==> src/sv/oprle_pkg.sv <==
package oprle_pkg;

   localparam int unsigned SLOT_COUNT  = 8;
   localparam int unsigned BLOCK_BYTES = 4;
   localparam logic [31:0] RUN_MAX     = 32'h7FFF_FFFF;

   // Coder modes; the unused code behaves as block start.
   localparam logic [1:0] MODE_START = 2'd0;
   localparam logic [1:0] MODE_RUN   = 2'd1;
   localparam logic [1:0] MODE_RAW   = 2'd2;

   // One input byte's worth of coded output, first byte in the top slot.
   typedef struct packed {
      logic [3:0]                nbytes;
      logic                      is_final;
      logic [SLOT_COUNT*8-1:0]   bytes;
   } cmd_type;

endpackage

==> src/sv/oprle_if.sv <==
interface oprle_req_if;
   logic       valid;
   logic       ready;
   logic [7:0] data_byte;
   logic       is_last;

   modport source (output valid, output data_byte, output is_last, input ready);
   modport sink   (input valid, input data_byte, input is_last, output ready);
endinterface

interface oprle_rsp_if;
   logic       valid;
   logic       ready;
   logic [7:0] coded_byte;
   logic       coded_last;

   modport source (output valid, output coded_byte, output coded_last, input ready);
   modport sink   (input valid, input coded_byte, input coded_last, output ready);
endinterface

==> src/sv/oprle_front.sv <==
module oprle_front (
   input  logic                clock,
   input  logic                reset,
   input  logic                accept,
   input  logic [7:0]          data_byte,
   input  logic                is_last,
   output logic                push,
   output oprle_pkg::cmd_type  cmd
);

   logic [7:0]  buf_ff [3];
   logic [1:0]  count_ff, count_in;
   logic [1:0]  mode_ff, mode_in;
   logic [2:0]  raw_rem_ff, raw_rem_in;
   logic [7:0]  run_value_ff, run_value_in;
   logic [31:0] run_len_ff, run_len_in;

   logic [7:0]  slot [oprle_pkg::SLOT_COUNT];
   logic [31:0] run_len_inc;
   logic [31:0] code;
   logic        all_equal;
   logic [3:0]  nbytes;
   logic        is_final;

   assign run_len_inc = (run_len_ff < oprle_pkg::RUN_MAX) ? run_len_ff + 32'd1 : run_len_ff;
   assign all_equal   = (buf_ff[0] == buf_ff[1]) && (buf_ff[0] == buf_ff[2])
                        && (buf_ff[0] == data_byte);

   always_comb begin
      count_in     = count_ff;
      mode_in      = mode_ff;
      raw_rem_in   = raw_rem_ff;
      run_value_in = run_value_ff;
      run_len_in   = run_len_ff;
      nbytes       = 4'd0;
      is_final     = 1'b0;
      code         = run_len_ff;
      for (int i = 0; i < oprle_pkg::SLOT_COUNT; i++) begin
         slot[i] = data_byte;
      end
      case (mode_ff)
         oprle_pkg::MODE_RUN: begin
            if (data_byte == run_value_ff) begin
               run_len_in = run_len_inc;
               code       = run_len_inc;
               if (is_last) begin
                  nbytes   = 4'd4;
                  is_final = 1'b1;
                  mode_in  = oprle_pkg::MODE_START;
                  count_in = 2'd0;
               end
            end else begin
               // inverted count keeps byte order when the breaking byte is higher
               code    = (data_byte > run_value_ff) ? ~run_len_ff : run_len_ff;
               mode_in = oprle_pkg::MODE_START;
               if (is_last) begin
                  nbytes   = 4'd5;
                  is_final = 1'b1;
                  count_in = 2'd0;
               end else begin
                  nbytes   = 4'd4;
                  count_in = 2'd1;
               end
            end
            slot[0] = code[31:24];
            slot[1] = code[23:16];
            slot[2] = code[15:8];
            slot[3] = code[7:0];
         end
         oprle_pkg::MODE_RAW: begin
            nbytes   = 4'd1;
            is_final = is_last;
            if (raw_rem_ff == 3'd1 || raw_rem_ff == 3'd0 || is_last) begin
               raw_rem_in = 3'd0;
               mode_in    = oprle_pkg::MODE_START;
               count_in   = 2'd0;
            end else begin
               raw_rem_in = raw_rem_ff - 3'd1;
            end
         end
         default: begin
            mode_in = oprle_pkg::MODE_START;
            for (int i = 0; i < 3; i++) begin
               if (2'(i) < count_ff) begin
                  slot[i] = buf_ff[i];
               end
            end
            if (count_ff != 2'd3) begin
               count_in = count_ff + 2'd1;
               if (is_last) begin
                  nbytes   = {2'b00, count_ff} + 4'd1;
                  is_final = 1'b1;
                  count_in = 2'd0;
               end
            end else begin
               count_in = 2'd0;
               nbytes   = 4'd4;
               if (all_equal) begin
                  if (is_last) begin
                     nbytes   = 4'd8;
                     is_final = 1'b1;
                     slot[4]  = 8'h00;
                     slot[5]  = 8'h00;
                     slot[6]  = 8'h00;
                     slot[7]  = 8'(oprle_pkg::BLOCK_BYTES);
                  end else begin
                     mode_in      = oprle_pkg::MODE_RUN;
                     run_value_in = data_byte;
                     run_len_in   = 32'(oprle_pkg::BLOCK_BYTES);
                  end
               end else begin
                  is_final = is_last;
                  if (!is_last) begin
                     mode_in    = oprle_pkg::MODE_RAW;
                     raw_rem_in = 3'(oprle_pkg::BLOCK_BYTES);
                  end
               end
            end
         end
      endcase
   end

   always_comb begin
      cmd.nbytes   = nbytes;
      cmd.is_final = is_final;
      for (int i = 0; i < oprle_pkg::SLOT_COUNT; i++) begin
         cmd.bytes[(oprle_pkg::SLOT_COUNT - 1 - i)*8 +: 8] = slot[i];
      end
   end

   assign push = accept && (nbytes != 4'd0);

   always_ff @(posedge clock) begin
      if (reset) begin
         count_ff     <= 2'd0;
         mode_ff      <= oprle_pkg::MODE_START;
         raw_rem_ff   <= 3'd0;
         run_value_ff <= 8'd0;
         run_len_ff   <= 32'd0;
      end else if (accept) begin
         count_ff     <= count_in;
         mode_ff      <= mode_in;
         raw_rem_ff   <= raw_rem_in;
         run_value_ff <= run_value_in;
         run_len_ff   <= run_len_in;
      end
   end

   always_ff @(posedge clock) begin
      if (accept && mode_ff != oprle_pkg::MODE_RUN && mode_ff != oprle_pkg::MODE_RAW
          && count_ff != 2'd3) begin
         buf_ff[count_ff] <= data_byte;
      end else if (accept && mode_ff == oprle_pkg::MODE_RUN && data_byte != run_value_ff) begin
         buf_ff[0] <= data_byte;
      end
   end

endmodule

==> src/sv/oprle_queue.sv <==
module oprle_queue #(
   parameter int unsigned DEPTH = 4
) (
   input  logic                clock,
   input  logic                reset,
   input  logic                push,
   input  oprle_pkg::cmd_type  push_cmd,
   output logic                can_push,
   input  logic                pop,
   output logic                not_empty,
   output oprle_pkg::cmd_type  head_cmd
);

   localparam int unsigned PTR_W = (DEPTH > 1) ? $clog2(DEPTH) : 1;
   localparam int unsigned CNT_W = $clog2(DEPTH + 1);

   oprle_pkg::cmd_type entry_ff [DEPTH];
   logic [PTR_W-1:0] wr_ptr_ff, wr_ptr_in;
   logic [PTR_W-1:0] rd_ptr_ff, rd_ptr_in;
   logic [CNT_W-1:0] fill_ff, fill_in;
   logic             do_push, do_pop;

   assign can_push  = (fill_ff != CNT_W'(DEPTH));
   assign not_empty = (fill_ff != '0);
   assign do_push   = push && can_push;
   assign do_pop    = pop && not_empty;
   assign head_cmd  = entry_ff[rd_ptr_ff];

   always_comb begin
      wr_ptr_in = wr_ptr_ff;
      rd_ptr_in = rd_ptr_ff;
      fill_in   = fill_ff;
      if (do_push) begin
         wr_ptr_in = (wr_ptr_ff == PTR_W'(DEPTH - 1)) ? '0 : wr_ptr_ff + PTR_W'(1);
      end
      if (do_pop) begin
         rd_ptr_in = (rd_ptr_ff == PTR_W'(DEPTH - 1)) ? '0 : rd_ptr_ff + PTR_W'(1);
      end
      if (do_push && !do_pop) begin
         fill_in = fill_ff + CNT_W'(1);
      end else if (do_pop && !do_push) begin
         fill_in = fill_ff - CNT_W'(1);
      end
   end

   always_ff @(posedge clock) begin
      if (reset) begin
         wr_ptr_ff <= '0;
         rd_ptr_ff <= '0;
         fill_ff   <= '0;
      end else begin
         wr_ptr_ff <= wr_ptr_in;
         rd_ptr_ff <= rd_ptr_in;
         fill_ff   <= fill_in;
      end
   end

   always_ff @(posedge clock) begin
      if (do_push) begin
         entry_ff[wr_ptr_ff] <= push_cmd;
      end
   end

endmodule

==> src/sv/oprle_back.sv <==
module oprle_back (
   input  logic                clock,
   input  logic                reset,
   input  logic                q_valid,
   input  oprle_pkg::cmd_type  q_cmd,
   output logic                pop,
   oprle_rsp_if.source         rsp
);

   localparam int unsigned WORK_W = oprle_pkg::SLOT_COUNT * 8;

   logic [WORK_W-1:0] work_ff, work_in;
   logic [3:0]        rem_ff, rem_in;
   logic              final_ff, final_in;
   logic              out_valid_ff, out_valid_in;
   logic [7:0]        out_byte_ff;
   logic              out_last_ff;
   logic              emit, load;

   assign emit = (rem_ff != 4'd0) && (!out_valid_ff || rsp.ready);
   // refill on the cycle the final byte leaves, so commands follow without a gap
   assign load = (rem_ff == 4'd0) || (emit && rem_ff == 4'd1);
   assign pop  = load && q_valid;

   always_comb begin
      work_in      = work_ff;
      rem_in       = rem_ff;
      final_in     = final_ff;
      out_valid_in = out_valid_ff && !rsp.ready;
      if (emit) begin
         out_valid_in = 1'b1;
         rem_in       = rem_ff - 4'd1;
         work_in      = {work_ff[WORK_W-9:0], 8'h00};
      end
      if (pop) begin
         work_in  = q_cmd.bytes;
         rem_in   = q_cmd.nbytes;
         final_in = q_cmd.is_final;
      end
   end

   always_ff @(posedge clock) begin
      if (reset) begin
         rem_ff       <= 4'd0;
         out_valid_ff <= 1'b0;
      end else begin
         rem_ff       <= rem_in;
         out_valid_ff <= out_valid_in;
      end
   end

   always_ff @(posedge clock) begin
      work_ff  <= work_in;
      final_ff <= final_in;
      if (emit) begin
         out_byte_ff <= work_ff[WORK_W-1 -: 8];
         out_last_ff <= (rem_ff == 4'd1) && final_ff;
      end
   end

   assign rsp.valid      = out_valid_ff;
   assign rsp.coded_byte = out_byte_ff;
   assign rsp.coded_last = out_last_ff;

endmodule

==> src/sv/order_preserving_rle_compressor_top.sv <==
// Order-preserving run-length coder.
// req_if: one string byte per transfer, is_last on the final byte of a string.
// rsp_if: one coded byte per transfer, coded_last on the final coded byte.
// Each input byte yields zero to eight coded bytes. The front end classifies a
// byte in the cycle it is taken and writes the bytes it causes, as one entry,
// into a QUEUE_DEPTH-entry queue; the back end plays the entry out one byte
// per cycle through an output register while rsp_if.ready allows it.
// Path: with the queue and back end idle, the first coded byte of a transfer
// moves through the queue entry, the work register and the output register.
// Throughput: one input byte per cycle while the queue has room; the output
// side moves one byte per cycle while rsp_if.ready is high, so the long-term
// input rate is set by the coded bytes per input byte (none inside a run, one
// per raw byte, four or five when a run closes, up to eight at a block start).
// Reset: synchronous; the coder returns to block start with an empty buffer
// and the queue and output register are emptied.
// When rsp_if.ready is low the output byte holds, the queue fills and
// req_if.ready drops once it is full; nothing is lost.
module order_preserving_rle_compressor_top #(
   parameter int unsigned QUEUE_DEPTH = 4
) (
   input  logic        clock,
   input  logic        reset,
   oprle_req_if.sink   req_if,
   oprle_rsp_if.source rsp_if
);

   oprle_pkg::cmd_type front_cmd;
   oprle_pkg::cmd_type head_cmd;
   logic               q_push, q_can_push, q_pop, q_not_empty;
   logic               req_accept;

   assign req_if.ready = q_can_push;
   assign req_accept   = req_if.valid && q_can_push;

   oprle_front u_front (
      .clock     (clock),
      .reset     (reset),
      .accept    (req_accept),
      .data_byte (req_if.data_byte),
      .is_last   (req_if.is_last),
      .push      (q_push),
      .cmd       (front_cmd)
   );

   oprle_queue #(
      .DEPTH (QUEUE_DEPTH)
   ) u_queue (
      .clock     (clock),
      .reset     (reset),
      .push      (q_push),
      .push_cmd  (front_cmd),
      .can_push  (q_can_push),
      .pop       (q_pop),
      .not_empty (q_not_empty),
      .head_cmd  (head_cmd)
   );

   oprle_back u_back (
      .clock   (clock),
      .reset   (reset),
      .q_valid (q_not_empty),
      .q_cmd   (head_cmd),
      .pop     (q_pop),
      .rsp     (rsp_if)
   );

   a_push_has_room: assert property (@(posedge clock) disable iff (reset)
      q_push |-> q_can_push)
      else $error("queue written while full");

   a_pop_not_empty: assert property (@(posedge clock) disable iff (reset)
      q_pop |-> q_not_empty)
      else $error("queue read while empty");

   a_entry_sized: assert property (@(posedge clock) disable iff (reset)
      q_push |-> (front_cmd.nbytes <= 4'd8))
      else $error("entry holds more than eight bytes");

   a_reset_quiet: assert property (@(posedge clock)
      reset |=> !rsp_if.valid)
      else $error("output valid straight after reset");

endmodule

==> src/flat_wrapper.sv <==
// flat-port wrapper written by rule: the top's interface ports become plain ports
module order_preserving_rle_compressor_top_flat 
#(
   parameter int unsigned QUEUE_DEPTH = 4
)
  (clock, reset, req_if_valid, req_if_data_byte, req_if_is_last, req_if_ready, rsp_if_valid, rsp_if_coded_byte, rsp_if_coded_last, rsp_if_ready);
  oprle_req_if req_if_i ();
  oprle_rsp_if rsp_if_i ();
  input  logic clock;
  input  logic reset;
  input wire logic [$bits(req_if_i.valid)-1:0] req_if_valid;
  input wire logic [$bits(req_if_i.data_byte)-1:0] req_if_data_byte;
  input wire logic [$bits(req_if_i.is_last)-1:0] req_if_is_last;
  output wire logic [$bits(req_if_i.ready)-1:0] req_if_ready;
  output wire logic [$bits(rsp_if_i.valid)-1:0] rsp_if_valid;
  output wire logic [$bits(rsp_if_i.coded_byte)-1:0] rsp_if_coded_byte;
  output wire logic [$bits(rsp_if_i.coded_last)-1:0] rsp_if_coded_last;
  input wire logic [$bits(rsp_if_i.ready)-1:0] rsp_if_ready;
  assign req_if_i.valid = req_if_valid;
  assign req_if_i.data_byte = req_if_data_byte;
  assign req_if_i.is_last = req_if_is_last;
  assign req_if_ready = req_if_i.ready;
  assign rsp_if_valid = rsp_if_i.valid;
  assign rsp_if_coded_byte = rsp_if_i.coded_byte;
  assign rsp_if_coded_last = rsp_if_i.coded_last;
  assign rsp_if_i.ready = rsp_if_ready;
  order_preserving_rle_compressor_top #(.QUEUE_DEPTH(QUEUE_DEPTH)) u_core (.clock(clock), .reset(reset), .req_if(req_if_i), .rsp_if(rsp_if_i));
endmodule
==> config.mk <==
export PLATFORM = sky130hd
export DESIGN_NAME = order_preserving_rle_compressor_top_flat
export DESIGN_NICKNAME = d
export VERILOG_FILES = /design/src/sv/oprle_pkg.sv /design/src/sv/oprle_if.sv /design/src/sv/oprle_front.sv /design/src/sv/oprle_queue.sv /design/src/sv/oprle_back.sv /design/src/sv/order_preserving_rle_compressor_top.sv /design/src/flat_wrapper.sv
export SDC_FILE = /design/constraint.sdc
export NUM_CORES = 1
export LEC_CHECK = 0
export ABC_AREA = 1
export BUFFER_PORTS_ARGS = -buffer_cell sky130_fd_sc_hd__buf_2
export CORE_MARGIN = 3
export CORE_UTILIZATION = 51
export DETAILED_ROUTE_END_ITERATION = 16
export PLACE_DENSITY_LB_ADDON = 0.15
export SLEW_MARGIN = 10
export SYNTH_ARGS = -nofsm -noshare
export SYNTH_HDL_FRONTEND = slang
export SYNTH_SLANG_ARGS = --single-unit
==> constraint.sdc <==
create_clock -name clock -period 13.15 [get_ports clock]
set_input_delay 2.63 -clock clock [delete_from_list [all_inputs] [get_ports clock]]
set_output_delay 2.63 -clock clock [all_outputs]
set_load 0.01 [all_outputs]
**Word level (Yosys, flattened, before mapping)**

Memory sizes are Yosys's and may differ from the RTL's. A register that Yosys moved wholly into a read port is not among the register bits.
Cells that the tools add are included.
Widths: inputs -> output; s select.

- Register bits: 133
- Bits in latches: 0
- RAM bits: 300
- Bits in read-only memories: 0
- Input bits: 13
- Output and inout bits: 11
- Memories: 2

- Add/sub/neg operators: 9
- Multipliers: 0
- Divide/modulo/power cells: 0
- Order comparisons: 5
- Equality and inequality tests: 23
- Shifts and indexed selects: 0
- Mux-type cells: 67
- Bitwise operators: 6
- Reduce and logical (&&, ||, !) cells: 40

Memories:

| name | words | width | rd ports | clocked after memory_dff | wr ports | line | source |
|---|---|---|---|---|---|---|---|
| u_core.u_queue.entry_ff | 4 | 69 | 1 | 1 | 1 | oprle_queue.sv:17 | `oprle_pkg::cmd_type entry_ff [DEPTH];` |
| u_core.u_front.buf_ff | 3 | 8 | 3 | 0 | 1 | oprle_front.sv:11 | `logic [7:0] buf_ff [3];` |

Operator list:

| kind | count |
|---|---|
| $mux 32 | 11 |
| $mux 64 | 2 |
| $pmux 32 s2 | 1 |
| $pmux 24 s2 | 1 |
| $mux 8 | 5 |
| $add 32x1->32 const B | 1 |
| $eq 8x8->1 | 4 |
| $lt 32x31->1 const B | 1 |
| $not 32->32 | 1 |
| $mux 2 | 14 |
| $mux 3 | 8 |
| $mux 4 | 6 |
| $logic_and 1x1->1 | 18 |
| $mux 1 | 14 |
| $ne 2x1->1 const B | 6 |
| $reduce_and 5->1 | 2 |
| $gt 8x8->1 | 1 |
| $ne 2x2->1 const B | 4 |
| $ne 8x8->1 | 1 |
| $pmux 2 s2 | 2 |
| $pmux 4 s2 | 1 |
| $reduce_bool 4->1 | 2 |
| $reduce_or 8->1 | 1 |
| $add 2x1->2 const B | 3 |
| other kinds (23) | 40 |

**Longest topological paths before layout**

An unclocked memory read counts as a cell.

- Depth after elaboration: 14
- Mapped depth: 21
- Depth with buffers taken out: 21

**Modules after synthesis**

From an unflattened synthesis, not the netlist that was laid out.

- Cells, all modules: 2,235
- Area total of the unflattened synthesis: 20,933.8 um2

By module, submodules not included:

| module | instances | cells an instance | area each (um2) | sequential area each (um2) |
|---|---|---|---|---|
| oprle_queue | 1 | 736 | 10,731.5 | 8,468.1 |
| oprle_front | 1 | 1,167 | 6,804.0 | 1,661.6 |
| oprle_back | 1 | 330 | 3,390.8 | 2,322.2 |
| order_preserving_rle_compressor_top | 1 | 2 | 7.5 | 0.0 |

**Least setup slack after synthesis**

OpenSTA, ideal clock, no wires.

- Path kind: input -> register
- From: in req_if_data_byte[7]
- To: mem u_core.u_queue.entry_ff[0][24] (netlist name), enable pin
- Setup time: 0.449 ns
- Arrival time: 6.069 ns
- Path slack: 6.632 ns
- Stages on the path: 14
- Buffers on the path: 0
- Path through: ha_1 nand2_1 nor2_1 nand2_1 inv_2 nor2_1 nand2_1 a21boi_1 nor2_1 nand2_1 nor2_1 nor2_2 inv_1 nor2_1

RTL lines:

| item | line | source |
|---|---|---|
| start: declaration | flat_wrapper.sv:12 | `input wire logic [$bits(req_if_i.data_byte)-1:0] req_if_data_byte;` |
| end: declaration | oprle_queue.sv:17 |  |

==> flow_summary.ini <==
[status]
status = completed

[flow_run]
cap_violations = 0

[synthesis]
syn_area_per_cell_um2 = 8.91
syn_inst = 1883
synth_common_cells = 456 x nand2_1, 311 x nor2_1, 282 x edfxtp_1
yosys.area.top_type = edfxtp_1
synth_nets = 1923
async_reset_ff_frac = 0
synth-seq-area-share = 0.577
synth_enable_flop_cells = 282
ys_seq_elements = 343
syn_area_um2 = 16800
yosys.cell_count.top_type = nand2_1
yosysTopAreaCellShare = 0.505
yosysUniqueCellTypes = 44
yosys_most_used_dff = edfxtp_1
ys_warn_count = 0
ys_top_cells_by_area = edfxtp_1 50%, nand2_1 10%, dfxtp_1 7.3%, nor2_1 7.0%, o21ai_0 5.1%

[clock_network]
cts_hold_buf = 0
cts_tree = yes
cts.path.max_buffers = 3
clock_sinks = 343
cts_setup_buffers = 0
ctsResizeCount = 0
htree_levels = 2
clk_pin_slew_worst_paths_ns = 0.06
cts-buffers-inserted = 38
clockRootBuffer = clkbuf_16
clk_latency_ns = 0.53

[route]
viasPerCell = 5.59
drt-pass1-iter-count = 7
drc = 0
num_vias = 13100
wl_per_cell_um = 19.5
ant_nets = 0
drt_iter0_drc = 1221
wl_um = 45800

[place]
dpl.hpwl_um = 31000
portBuffers = 23
gp_congestion = 0.970

[timing]
worst_slew_pin_slew_ns = 1.00
clock.fmax_ghz = 0.166
relSlewSlack = 0.331
tns_ns = 0
slew_violations = 0
period_needed_ns = 6.04
rsz0062_at_grt = false
fin_hold_ws_ns = 0.417
fin_crit_sh = 0.459
skew_ns = 0.0195
finalHoldViolCount = 0
setup_viol = 0

[floorplanning]
fp-row-count = 65
pin_count = 24
coreArea_um2 = 32000
initial_core_util = 0.525
die_w_um = 187
dieArea_um2 = 35100
die_h_um = 187

[pwr]
power.leakage_nw = 6.94
vdd_drop_max_mv = 0.111
power_w = 0.00372
power.density_nw_per_um2 = 202

[grt]
overflow = 0
grt_pass1_wl_um = 70900
grt_max_degree = 94
grt_pass1_vias = 12500
antenna_found_initial = 2
grtUsageTotal = 0.258

[final_layout]
area_growth_pct = 9.94
nets = 1922
fillers = 2813
n_antenna_cell = 0
drive_gt1_frac = 0.0838

[worst_setup_path]
slowest_delay_ns = 0.54
reg2reg_to = u_core.u_queue.entry_ff[2][44]
end_kind = flip-flop
critPathLaunch = req_if_data_byte[7]
reg2reg_slack_ns = 8.91
endpoint = u_core.u_queue.entry_ff[2][44]
path_class = primary input to flip-flop
ff2ff_path_depth = 11
worstPathRequired_ns = 13.32
crit_chain = buf_2, ha_1, nand2_1, nor2_1, nand2_1, buf_4, inv_2, nor2_1, nand2_1, a21boi_1, nor2_1, nand2_1, nor2_1, nor2_2, inv_1, nor2_4, buf_4
slowest_stage = nor2_4
critPathMaxFanout = 29
cp-start-kind = primary input
arrival_ns = 6.21
rr_startpoint = u_core.u_front.count_ff[1]

[min_path]
hold_path.class = flip-flop to flip-flop
logic make-up (layout without fill, tap and decap cells):
kind of cell	count (synthesis)	after routing	synth area share
DFF	343	343	0.577
xor gates and xnor gates	19	19	0.00992
AOI/OAI and AO/OA	341	341	0.110
and+or+nand+nor	916	916	0.224
adders and majority gates	27	27	0.0206
buffers and inverters	237	263	0.0583
worst min path at each step:
stage / startpoint / end / slack (ns) / depth (start not counted)
global placement: u_core.u_back.work_ff[59] / u_core.u_back.rsp.coded_byte[3] / 0.40 / 0
detailed placement: u_core.u_back.work_ff[57] / u_core.u_back.rsp.coded_byte[1] / 0.40 / 0
finish: u_core.u_back.work_ff[57] / u_core.u_back.rsp.coded_byte[1] / 0.42 / 0
CTS: u_core.u_back.work_ff[57] / u_core.u_back.rsp.coded_byte[1] / 0.42 / 0
floorplan: u_core.u_back.work_ff[56] / u_core.u_back.rsp.coded_byte[0] / 0.40 / 0
global route: u_core.u_back.work_ff[57] / u_core.u_back.rsp.coded_byte[1] / 0.43 / 0
state kept, by name, indices dropped and copies added, names as in the netlist, named ones only:
register,flops
u_core.u_back.rsp.valid,1
u_core.u_front.mode_ff,2
u_core.u_queue.entry_ff,184
u_core.u_back.rsp.coded_byte,8
u_core.u_front.run_value_ff,8
u_core.u_back.final_ff,1
u_core.u_back.rem_ff,4
u_core.u_back.work_ff,64
u_core.u_front.raw_rem_ff,3
u_core.u_back.rsp.coded_last,1
u_core.u_queue.wr_ptr_ff,2
u_core.u_front.buf_ff,24
u_core.u_queue.fill_ff,3
u_core.u_front.count_ff,2
u_core.u_front.run_len_ff,32
u_core.u_queue.rd_ptr_ff,2
cells in the final DEF (no fill, tap or decap), types with 19 or more instances in the layout:
cell type	Yosys	routed
clkbuf_16	0	39
a21oi_1	90	90
nand3_1	84	84
a31oi_1	34	34
nor2_1	311	307
nor3_1	24	24
edfxtp_1	282	282
o21ai_0	172	172
ha_1	26	26
buf_4	2	19
buf_2	15	23
dfxtp_1	61	59
inv_1	142	140
nand2_1	456	456
stage by stage:
| step | setup slack, ns | instances | cell area, µm² | utilization |
|---|---|---|---|---|
| 2_1_floorplan | 6.63 | 1883 | 16800 | - |
| 3_3_place_gp | 6.67 | 2277 | 17200 | 0.539 |
| 3_5_place_dp | 6.57 | 2277 | 17200 | 0.539 |
| 4_1_cts | 7.10 | 2344 | 18500 | 0.577 |
| 5_1_grt | 6.73 | 2344 | 18500 | 0.577 |
| 6_report | 7.11 | 2344 | 18500 | 0.577 |
worst max-delay path: cells and delay by family:
family | cells | cell delay [ns]
AO/OA/AOI/OAI | 1 | 0.30
adder cells (fa/ha/maj) | 1 | 0.30
buffers and inverters | 5 | 1.44
AND/OR/NAND/NOR | 10 | 1.48
layout make-up:
class,instances,area (µm²),area share
clock buffers,48,1020,0.0553
clock inverters,19,198,0.0107
inverters,154,581,0.0315
multi-input cells,1303,6160,0.334
flip-flops and latches,343,9690,0.525
well taps,435,544,0.0295
repair buffers,42,258,0.0140
layer usage:
layer  GRT usage  part of all wire  up-vias  routed length, µm
met1       0.346              0.43     6268              19500
li1            -                 -     6296                  -
met5           0           0.00057        -                 26
met4       0.110             0.047        4               2130
met2       0.425              0.47      421              21500
met3      0.0354             0.058      123               2660
report_power, final:
part           switching [W]  internal [W]  total, W  leakage (nW)
combinational       0.000790      0.000288   0.00108          3.19
clock               0.000429      0.000612   0.00104         0.601
sequential         0.0000712       0.00153   0.00160          3.15
total                0.00129       0.00243   0.00372          6.94
Note: power is estimated with default switching activity, not from simulation.
